**config.mk**
```make
export PLATFORM = sky130hd
export DESIGN_NAME = silence_run_cut_marker
export DESIGN_NICKNAME = d
export VERILOG_FILES = /design/src/rtl/core/scm_pkg.sv /design/src/rtl/core/scm_front.sv /design/src/rtl/core/scm_queue.sv /design/src/rtl/core/scm_back.sv /design/src/rtl/core/silence_run_cut_marker.sv
export SDC_FILE = /design/constraint.sdc
export NUM_CORES = 1
export LEC_CHECK = 0
export BUFFER_PORTS_ARGS = -buffer_cell sky130_fd_sc_hd__buf_2
export CAP_MARGIN = 10
export CORE_MARGIN = 5
export CORE_UTILIZATION = 40
export CTS_CLUSTER_SIZE = 14
export DETAILED_ROUTE_END_ITERATION = 12
export HOLD_SLACK_MARGIN = 0.1
export RECOVER_POWER = 50
export SYNTH_ARGS = -nofsm -noshare
export SYNTH_HDL_FRONTEND = slang
export SYNTH_SLANG_ARGS = --single-unit
```
**constraint.sdc**
```tcl
create_clock -name clk -period 7.4 [get_ports clk]
set_input_delay 0.37 -clock clk [delete_from_list [all_inputs] [get_ports clk]]
set_output_delay 0.37 -clock clk [all_outputs]
set_load 0.01 [all_outputs]
```
**src/rtl/core/scm_pkg.sv**
```systemverilog
// Shared types and constants for the silence run cut marker.
// Frame and mark payloads, queue record, event and register codes.
// No dependencies.
package scm_pkg;

    typedef enum logic [1:0] {
        KIND_START     = 2'd0,
        KIND_STOP      = 2'd1,
        KIND_END_PAIRS = 2'd2,
        KIND_END_NONE  = 2'd3
    } kind_t;

    typedef enum logic [1:0] {
        CFG_STEREO    = 2'd0,
        CFG_WIDE      = 2'd1,
        CFG_THRESHOLD = 2'd2,
        CFG_MIN_RUN   = 2'd3
    } cfg_idx_t;

    typedef struct packed {
        logic signed [15:0] left_sample;
        logic signed [15:0] right_sample;
        logic               end_of_data;
    } frame_t;

    typedef struct packed {
        kind_t       event_kind;
        logic [31:0] byte_offset;
        logic [31:0] pair_count;
        logic        is_last;
    } mark_t;

    // One classified frame: an optional cut mark and an optional end summary.
    typedef struct packed {
        logic        cut_valid;
        logic        cut_stop;
        logic        end_valid;
        logic [31:0] offset;
        logic [31:0] pairs;
    } rec_t;

    typedef struct packed {
        logic valid;
        rec_t rec;
    } push_t;

    localparam int QUEUE_DEPTH = 4;
    localparam int QUEUE_AW    = 2;
    // frame_index times a frame size of up to four bytes, plus one carry bit
    localparam int LAST_BYTE_W = 35;

endpackage

```
**src/rtl/core/scm_front.sv**
```systemverilog
// Front part: configuration registers, quiet classification, run and cut tracking.
// Produces one record per frame that yields marks. Uses scm_pkg.
module scm_front #(
    parameter int OFFSET_BITS = 32
) (
    input  logic                clk,
    input  logic                rst_n,
    input  logic                cfg_valid,
    input  logic [1:0]          cfg_index,
    input  logic [15:0]         cfg_data,
    input  logic                accept,
    input  scm_pkg::frame_t     frame,
    output scm_pkg::push_t      push
);

    localparam int KEEP = (OFFSET_BITS < 32) ? OFFSET_BITS : 32;
    localparam int LW   = scm_pkg::LAST_BYTE_W;

    logic               stereo_reg;
    logic               wide_reg;
    logic signed [15:0] threshold_reg;
    logic [15:0]        min_run_reg;

    logic [31:0] frame_index_reg, frame_index_next;
    logic [15:0] quiet_run_reg, quiet_run_next;
    logic        in_cut_reg, in_cut_next;
    logic [31:0] pairs_reg, pairs_next;

    logic signed [15:0] left_s, right_s;
    logic               quiet;
    logic               cut_start, cut_stop, run_short;
    logic [31:0]        pairs_after;

    logic [1:0]    size_shift;
    logic [LW-1:0] size_mask, last_byte, half_run, diff, aligned;
    logic [31:0]   offset;

    always_ff @(posedge clk or negedge rst_n)
    begin
        if (!rst_n)
        begin
            stereo_reg    <= 1'b0;
            wide_reg      <= 1'b1;
            threshold_reg <= '0;
            min_run_reg   <= '0;
        end
        else if (cfg_valid)
        begin
            unique case (scm_pkg::cfg_idx_t'(cfg_index))
                scm_pkg::CFG_STEREO:    stereo_reg    <= cfg_data[0];
                scm_pkg::CFG_WIDE:      wide_reg      <= cfg_data[0];
                scm_pkg::CFG_THRESHOLD: threshold_reg <= cfg_data;
                scm_pkg::CFG_MIN_RUN:   min_run_reg   <= cfg_data;
            endcase
        end
    end

    // 8-bit mode uses only the low byte, sign extended
    assign left_s  = wide_reg ? frame.left_sample
                              : {{8{frame.left_sample[7]}}, frame.left_sample[7:0]};
    assign right_s = wide_reg ? frame.right_sample
                              : {{8{frame.right_sample[7]}}, frame.right_sample[7:0]};
    assign quiet   = (left_s < threshold_reg) && (!stereo_reg || (right_s < threshold_reg));

    assign run_short = quiet_run_reg < min_run_reg;
    assign cut_start = quiet && !in_cut_reg && !run_short;
    assign cut_stop  = !quiet && in_cut_reg;

    // saturate the pair count at all ones
    assign pairs_after = (cut_stop && (pairs_reg != '1)) ? pairs_reg + 32'd1 : pairs_reg;

    // last byte of the frame minus min_run/2, aligned down to the frame size
    assign size_shift = {1'b0, stereo_reg} + {1'b0, wide_reg};
    assign size_mask  = (LW'(1) << size_shift) - LW'(1);
    assign last_byte  = (LW'(frame_index_reg) << size_shift) + size_mask;
    assign half_run   = LW'(min_run_reg[15:1]);
    assign diff       = last_byte - half_run;
    assign aligned    = (last_byte < half_run) ? '0 : (diff & ~size_mask);
    assign offset     = 32'(aligned[KEEP-1:0]);

    always_comb
    begin
        frame_index_next = frame_index_reg + 32'd1;
        pairs_next       = pairs_after;
        in_cut_next      = in_cut_reg;
        quiet_run_next   = '0;
        if (cut_start)
            in_cut_next = 1'b1;
        else if (cut_stop)
            in_cut_next = 1'b0;
        if (quiet)
        begin
            if (in_cut_reg)
                quiet_run_next = quiet_run_reg;
            else if (run_short)
                quiet_run_next = quiet_run_reg + 16'd1;
        end
        // end of stream: start over
        if (frame.end_of_data)
        begin
            frame_index_next = '0;
            pairs_next       = '0;
            in_cut_next      = 1'b0;
            quiet_run_next   = '0;
        end
    end

    always_ff @(posedge clk or negedge rst_n)
    begin
        if (!rst_n)
        begin
            frame_index_reg <= '0;
            quiet_run_reg   <= '0;
            in_cut_reg      <= 1'b0;
            pairs_reg       <= '0;
        end
        else if (accept)
        begin
            frame_index_reg <= frame_index_next;
            quiet_run_reg   <= quiet_run_next;
            in_cut_reg      <= in_cut_next;
            pairs_reg       <= pairs_next;
        end
    end

    always_comb
    begin
        push.rec.cut_valid = cut_start || cut_stop;
        push.rec.cut_stop  = cut_stop;
        push.rec.end_valid = frame.end_of_data;
        push.rec.offset    = offset;
        push.rec.pairs     = pairs_after;
        push.valid         = accept && (cut_start || cut_stop || frame.end_of_data);
    end

endmodule

```
**src/rtl/core/scm_queue.sv**
```systemverilog
// Short record queue between the front and back parts.
// Register file with read and write pointers. Uses scm_pkg.
module scm_queue (
    input  logic           clk,
    input  logic           rst_n,
    input  scm_pkg::push_t push,
    output logic           full,
    output logic           head_valid,
    output scm_pkg::rec_t  head,
    input  logic           pop
);

    localparam int AW = scm_pkg::QUEUE_AW;

    scm_pkg::rec_t entry_reg [scm_pkg::QUEUE_DEPTH];

    logic [AW-1:0] wr_ptr_reg, rd_ptr_reg;
    logic [AW:0]   count_reg, count_next;

    assign full       = count_reg == (AW+1)'(scm_pkg::QUEUE_DEPTH);
    assign head_valid = count_reg != '0;
    assign head       = entry_reg[rd_ptr_reg];

    always_comb
    begin
        count_next = count_reg;
        if (push.valid && !pop)
            count_next = count_reg + (AW+1)'(1);
        else if (!push.valid && pop)
            count_next = count_reg - (AW+1)'(1);
    end

    always_ff @(posedge clk)
    begin
        if (push.valid)
            entry_reg[wr_ptr_reg] <= push.rec;
    end

    always_ff @(posedge clk or negedge rst_n)
    begin
        if (!rst_n)
        begin
            wr_ptr_reg <= '0;
            rd_ptr_reg <= '0;
            count_reg  <= '0;
        end
        else
        begin
            if (push.valid)
                wr_ptr_reg <= wr_ptr_reg + AW'(1);
            if (pop)
                rd_ptr_reg <= rd_ptr_reg + AW'(1);
            count_reg <= count_next;
        end
    end

endmodule

```
**src/rtl/core/scm_back.sv**
```systemverilog
// Back part: expands each queued record into one or two marks.
// Drives the output register of the mark channel. Uses scm_pkg.
module scm_back (
    input  logic           clk,
    input  logic           rst_n,
    input  logic           head_valid,
    input  scm_pkg::rec_t  head,
    output logic           pop,
    output logic           mark_valid,
    input  logic           mark_ready,
    output scm_pkg::mark_t mark
);

    logic           mark_valid_reg;
    scm_pkg::mark_t mark_reg, mark_next;
    logic           phase_reg, phase_next;
    logic           load;

    assign load       = head_valid && (!mark_valid_reg || mark_ready);
    assign mark_valid = mark_valid_reg;
    assign mark       = mark_reg;

    always_comb
    begin
        mark_next.pair_count = head.pairs;
        if (head.cut_valid && !phase_reg)
        begin
            mark_next.event_kind  = head.cut_stop ? scm_pkg::KIND_STOP : scm_pkg::KIND_START;
            mark_next.byte_offset = head.offset;
            mark_next.is_last     = !head.end_valid;
            // hold the record when its summary is still to come
            pop        = load && !head.end_valid;
            phase_next = load ? head.end_valid : phase_reg;
        end
        else
        begin
            mark_next.event_kind  = (head.pairs != '0) ? scm_pkg::KIND_END_PAIRS
                                                       : scm_pkg::KIND_END_NONE;
            mark_next.byte_offset = '0;
            mark_next.is_last     = 1'b1;
            pop        = load;
            phase_next = load ? 1'b0 : phase_reg;
        end
    end

    always_ff @(posedge clk or negedge rst_n)
    begin
        if (!rst_n)
        begin
            mark_valid_reg <= 1'b0;
            phase_reg      <= 1'b0;
        end
        else
        begin
            phase_reg <= phase_next;
            if (load)
                mark_valid_reg <= 1'b1;
            else if (mark_ready)
                mark_valid_reg <= 1'b0;
        end
    end

    always_ff @(posedge clk)
    begin
        if (load)
            mark_reg <= mark_next;
    end

endmodule

```
**src/rtl/core/silence_run_cut_marker.sv**
```systemverilog
// Top level of the silence run cut marker.
// Instantiates scm_front, scm_queue and scm_back; uses scm_pkg.
//
// Takes one PCM frame per clock while the four-entry record queue has room,
// marks where quiet runs open and close a cut, and gives a summary on the
// frame flagged end_of_data. Each frame's record is written into the queue,
// then loaded into the output register. One mark leaves per cycle through
// the output register while mark_ready is high, so a frame that yields both
// a cut mark and a summary holds the queue head until both are loaded.
// Configuration writes are taken every cycle and apply from the next frame.
module silence_run_cut_marker #(
    parameter int OFFSET_BITS = 32
) (
    input  logic            clk,
    input  logic            rst_n,
    input  logic            cfg_valid,
    output logic            cfg_ready,
    input  logic [1:0]      cfg_index,
    input  logic [15:0]     cfg_data,
    input  logic            frame_valid,
    output logic            frame_ready,
    input  scm_pkg::frame_t frame,
    output logic            mark_valid,
    input  logic            mark_ready,
    output scm_pkg::mark_t  mark
);

    scm_pkg::push_t push;
    scm_pkg::rec_t  head;
    logic           full, head_valid, pop;

    assign cfg_ready   = 1'b1;
    assign frame_ready = !full;

    scm_front #(
        .OFFSET_BITS (OFFSET_BITS)
    ) u_front (
        .clk       (clk),
        .rst_n     (rst_n),
        .cfg_valid (cfg_valid),
        .cfg_index (cfg_index),
        .cfg_data  (cfg_data),
        .accept    (frame_valid && frame_ready),
        .frame     (frame),
        .push      (push)
    );

    scm_queue u_queue (
        .clk        (clk),
        .rst_n      (rst_n),
        .push       (push),
        .full       (full),
        .head_valid (head_valid),
        .head       (head),
        .pop        (pop)
    );

    scm_back u_back (
        .clk        (clk),
        .rst_n      (rst_n),
        .head_valid (head_valid),
        .head       (head),
        .pop        (pop),
        .mark_valid (mark_valid),
        .mark_ready (mark_ready),
        .mark       (mark)
    );

endmodule

```
==> qor.yml <==
cts:
  cts_buffers: 49
  cts_tree: "built"
  clk_pin_slew_ns: 0.05
  cts-resized-gates: 0
  htreeDepth: 2
  clkSinkCount: 459
  root_buffer: "clkbuf_16"
  clk_latency_ns: 0.62
  post-cts-setup-buffers: 0
  cts_buffer_depth: 3
grt:
  grt_pass1_wl_um: 89200
  antenna_found_initial: 0
  track_usage: 0.172
  grt_max_degree: 71
  grt_overflow: 0
  first_global_vias: 15796
worst_setup_path:
  critPathLaunchType: "flop"
  crit_fanout: 34
  end_kind: "flop"
  critical-path-slowest-cell: "dfstp_1"
  r2r-start: "u_front.wide_reg"
  worstSetupPathType: "flop to flop"
  r2r_setup_slack_ns: 0.68
  path_delay_family: "compound AO/OA/AOI/OAI gates"
  worstPathCellList: "inv_1 > ha_2 > buf_4 > o21ai_0 > ha_1 > nor2b_1 > o2111ai_1 > a21oi_1 > a21boi_1 > buf_4 > xnor2_1 > ha_1 > a21o_1 > a21o_1 > a21oi_1 > o21ai_0 > a31oi_1 > o21a_1 > or4b_4 > nor4_4 > nand2_2 > nor3_4 > buf_12 > nor3_1"
  worst_r2r_path_depth: 24
  cpPeakStageDelay_ns: 0.55
  worstPathRequired_ns: 7.72
  worst-path-buf-inv: 4
  r2r-end: "u_queue.entry_reg[2][33]"
  cp.arrival_ns: 7.04
floorplanning:
  ios: 126
  initial_core_util: 0.405
  die_y_um: 255
  rows: 89
  die-area_um2: 65000
  core_area_um2: 59200
  dieWidth_um: 255
sta:
  fin_skew_ns: 0.0374
  rsz0062_at_grt: "false"
  setup_tns_ns: 0
  hold_viol_final: 0
  fin_crit_sh: 0.908
  slew_violations: 284
  worst_slew_margin_rel: -1.59
  setup_viol: 0
  post-route-min-period_ns: 6.72
  worst_slack_ns: 0.680
  max_freq_mhz: 149
  worst_pin_slew_ns: 3.89
hold_path:
  holdPathEnd: "u_front.stereo_reg"
  hp-class: "primary input to flop"
  hold_start: "cfg_index[1]"
  min_delay_path_depth: 3
layout:
  fin_util: 0.460
  largest_reg_flops: 268
  fin_nets: 2210
  antenna_cells: 0
  area_delta_synth_final_pct: 13.7
  drive_gt1_frac: 0.145
logic_synthesis:
  dominantRegCellSynth: "edfxtp_1"
  postSynthCellCount: 1901
  ys_ff_latch: 459
  synthArstFlopShare: 0.270
  syn_area_um2: 24000
  yosysSeqAreaShare: 0.549
  synth_enable_flop_cells: 335
  synth_area_per_cell_um2: 12.6
  ys_types: 91
  ys_warn_count: 0
status:
  violations: "capacitance limit, slew limit"
  status: "complete, but fails checks"
drt:
  drt_pass1_iterations: 5
  wirelength_um: 56700
  avgViaCountPerCell: 5.56
  wl_per_cell_um: 19.8
  drt_iter0_markers: 1110
  drc: 0
  ant_nets: 0
  num_vias: 15908
placement:
  pre_cts_slack_ns: 0.778
  io_buffers: 124
  dp_hpwl_um: 39000
  gp_congestion: 0.863
pwr:
  vdd_drop_max_mv: 0.161
  p_per_area_nw_per_um2: 323
  p_leak_nw: 10.5
flow_run:
  cap_violations: 6
==> area by class of cell <==
type	count	area, µm²
Clock buffer	62	1290
Clock inverter	27	344
Fill cell	5380	32000
Inverter	70	263
Multi-Input combinational cell	1302	10300
Sequential cell	459	13200
Tap cell	773	967
Timing Repair Buffer	167	928
==> through the flow <==
step           power, mW  area [µm²]  hold slack, ns  std cells
6_report            8.80       27300           0.172       2860
5_1_grt             9.29       27300           0.197       2860
4_1_cts             8.92       27400           0.145       2860
3_5_place_dp        6.40       25600           0.422       2753
3_3_place_gp        6.34       25600           0.416       2753
2_1_floorplan       5.52       24100          0.0744       1920
==> worst min-delay path, stage by stage <==
cell     delay (ns)
buf_2          0.11
nor3b_1        0.08
o21ai_0        0.16
==> cell families (layout without fill, tap and decap cells) <==
family / after synthesis / after routing / synth area share
DFF: 459 / 459 / 0.549
buffers and inverters: 159 / 326 / 0.0263
xor gates and xnor gates: 114 / 114 / 0.0427
other: 2 / 21 / 0.000313
AOI/OAI and AO/OA: 345 / 345 / 0.0981
adders and majority gates: 105 / 105 / 0.0557
muxes: 145 / 145 / 0.108
and+or+nand+nor: 572 / 572 / 0.120
==> worst max-delay path by stage <==
stage	from	endpoint	slack (ns)	depth (start not counted)
after global routing	u_front.wide_reg	u_queue.entry_reg[3][33]	0.10	24
after floorplan	u_front.wide_reg	u_queue.entry_reg[0][39]	0.60	26
after detailed placement	u_front.wide_reg	u_queue.entry_reg[1][40]	0.78	24
final	u_front.wide_reg	u_queue.entry_reg[2][33]	0.68	24
after CTS	u_front.wide_reg	u_queue.entry_reg[2][44]	0.71	24
after global placement	u_front.wide_reg	u_queue.entry_reg[0][33]	0.85	24
==> cell usage after synthesis, drive strengths merged, types with 6 or more instances <==
cell | count | share of area
a22o | 18 | 0.0066
a21o | 48 | 0.015
o21ai | 94 | 0.020
xor2 | 45 | 0.016
xnor2 | 69 | 0.026
and3 | 75 | 0.020
o31ai | 17 | 0.0053
a31o | 8 | 0.0029
or3 | 7 | 0.0018
a31oi | 22 | 0.0064
a211oi | 13 | 0.0043
edfxtp | 335 | 0.42
nor2b | 14 | 0.0037
or4 | 12 | 0.0039
nor3 | 39 | 0.0086
ha | 102 | 0.053
or2 | 6 | 0.0016
dfrtp | 123 | 0.13
nor4 | 13 | 0.0043
nand3 | 47 | 0.0098
mux2 | 38 | 0.018
mux4 | 87 | 0.082
nor2 | 128 | 0.020
nand2 | 156 | 0.025
buf | 25 | 0.0053
clkbuf | 64 | 0.010
mux2i | 20 | 0.0083
inv | 70 | 0.011
a2111oi | 6 | 0.0027
nand4 | 18 | 0.0050
nand2b | 11 | 0.0029
and2 | 22 | 0.0057
o21a | 7 | 0.0022
a21oi | 52 | 0.011
o211ai | 8 | 0.0025
==> power by group <==
group / internal, mW / total, mW / switching [mW] / leakage (nW)
logic: 1.06 / 2.59 / 1.53 / 5.03
clock network: 1.46 / 2.49 / 1.03 / 0.790
registers: 3.48 / 3.72 / 0.243 / 4.71
total: 6.00 / 8.80 / 2.80 / 10.5
==> per-layer routing <==
layer | wire, µm | share of wire | GRT usage
met1 | 25900 | 0.46 | 0.246
met2 | 26500 | 0.47 | 0.276
met3 | 2720 | 0.048 | 0.0274
met4 | 1510 | 0.027 | 0.0514
met5 | 0 | 0 | 0
==> cells in the final DEF (no fill, tap or decap), types with 12 or more instances in the layout <==
cell / count
inv_1: 70
clkbuf_1: 91
conb_1: 21
nor2b_1: 14
xnor2_1: 67
a211oi_1: 12
a22o_1: 18
clkbuf_16: 49
and3_1: 75
nand4_1: 17
nor3_1: 38
ha_1: 100
nand2_1: 154
o21ai_0: 87
a21o_1: 48
mux4_2: 87
xor2_1: 45
dfrtp_1: 122
dlygate4sd3_1: 18
o31ai_1: 16
nor2_1: 124
and2_1: 20
mux2i_1: 20
a31oi_1: 21
nand3_1: 47
edfxtp_1: 335
a21oi_1: 49
buf_2: 52
mux2_2: 37
==> timing repair <==
action                                  4_1_cts  5_1_grt
hold buffers                                 18        0
endpoints found under the setup margin        0        0
hold endpoints to repair                    100        0
Note: power is estimated with default switching activity, not from simulation.
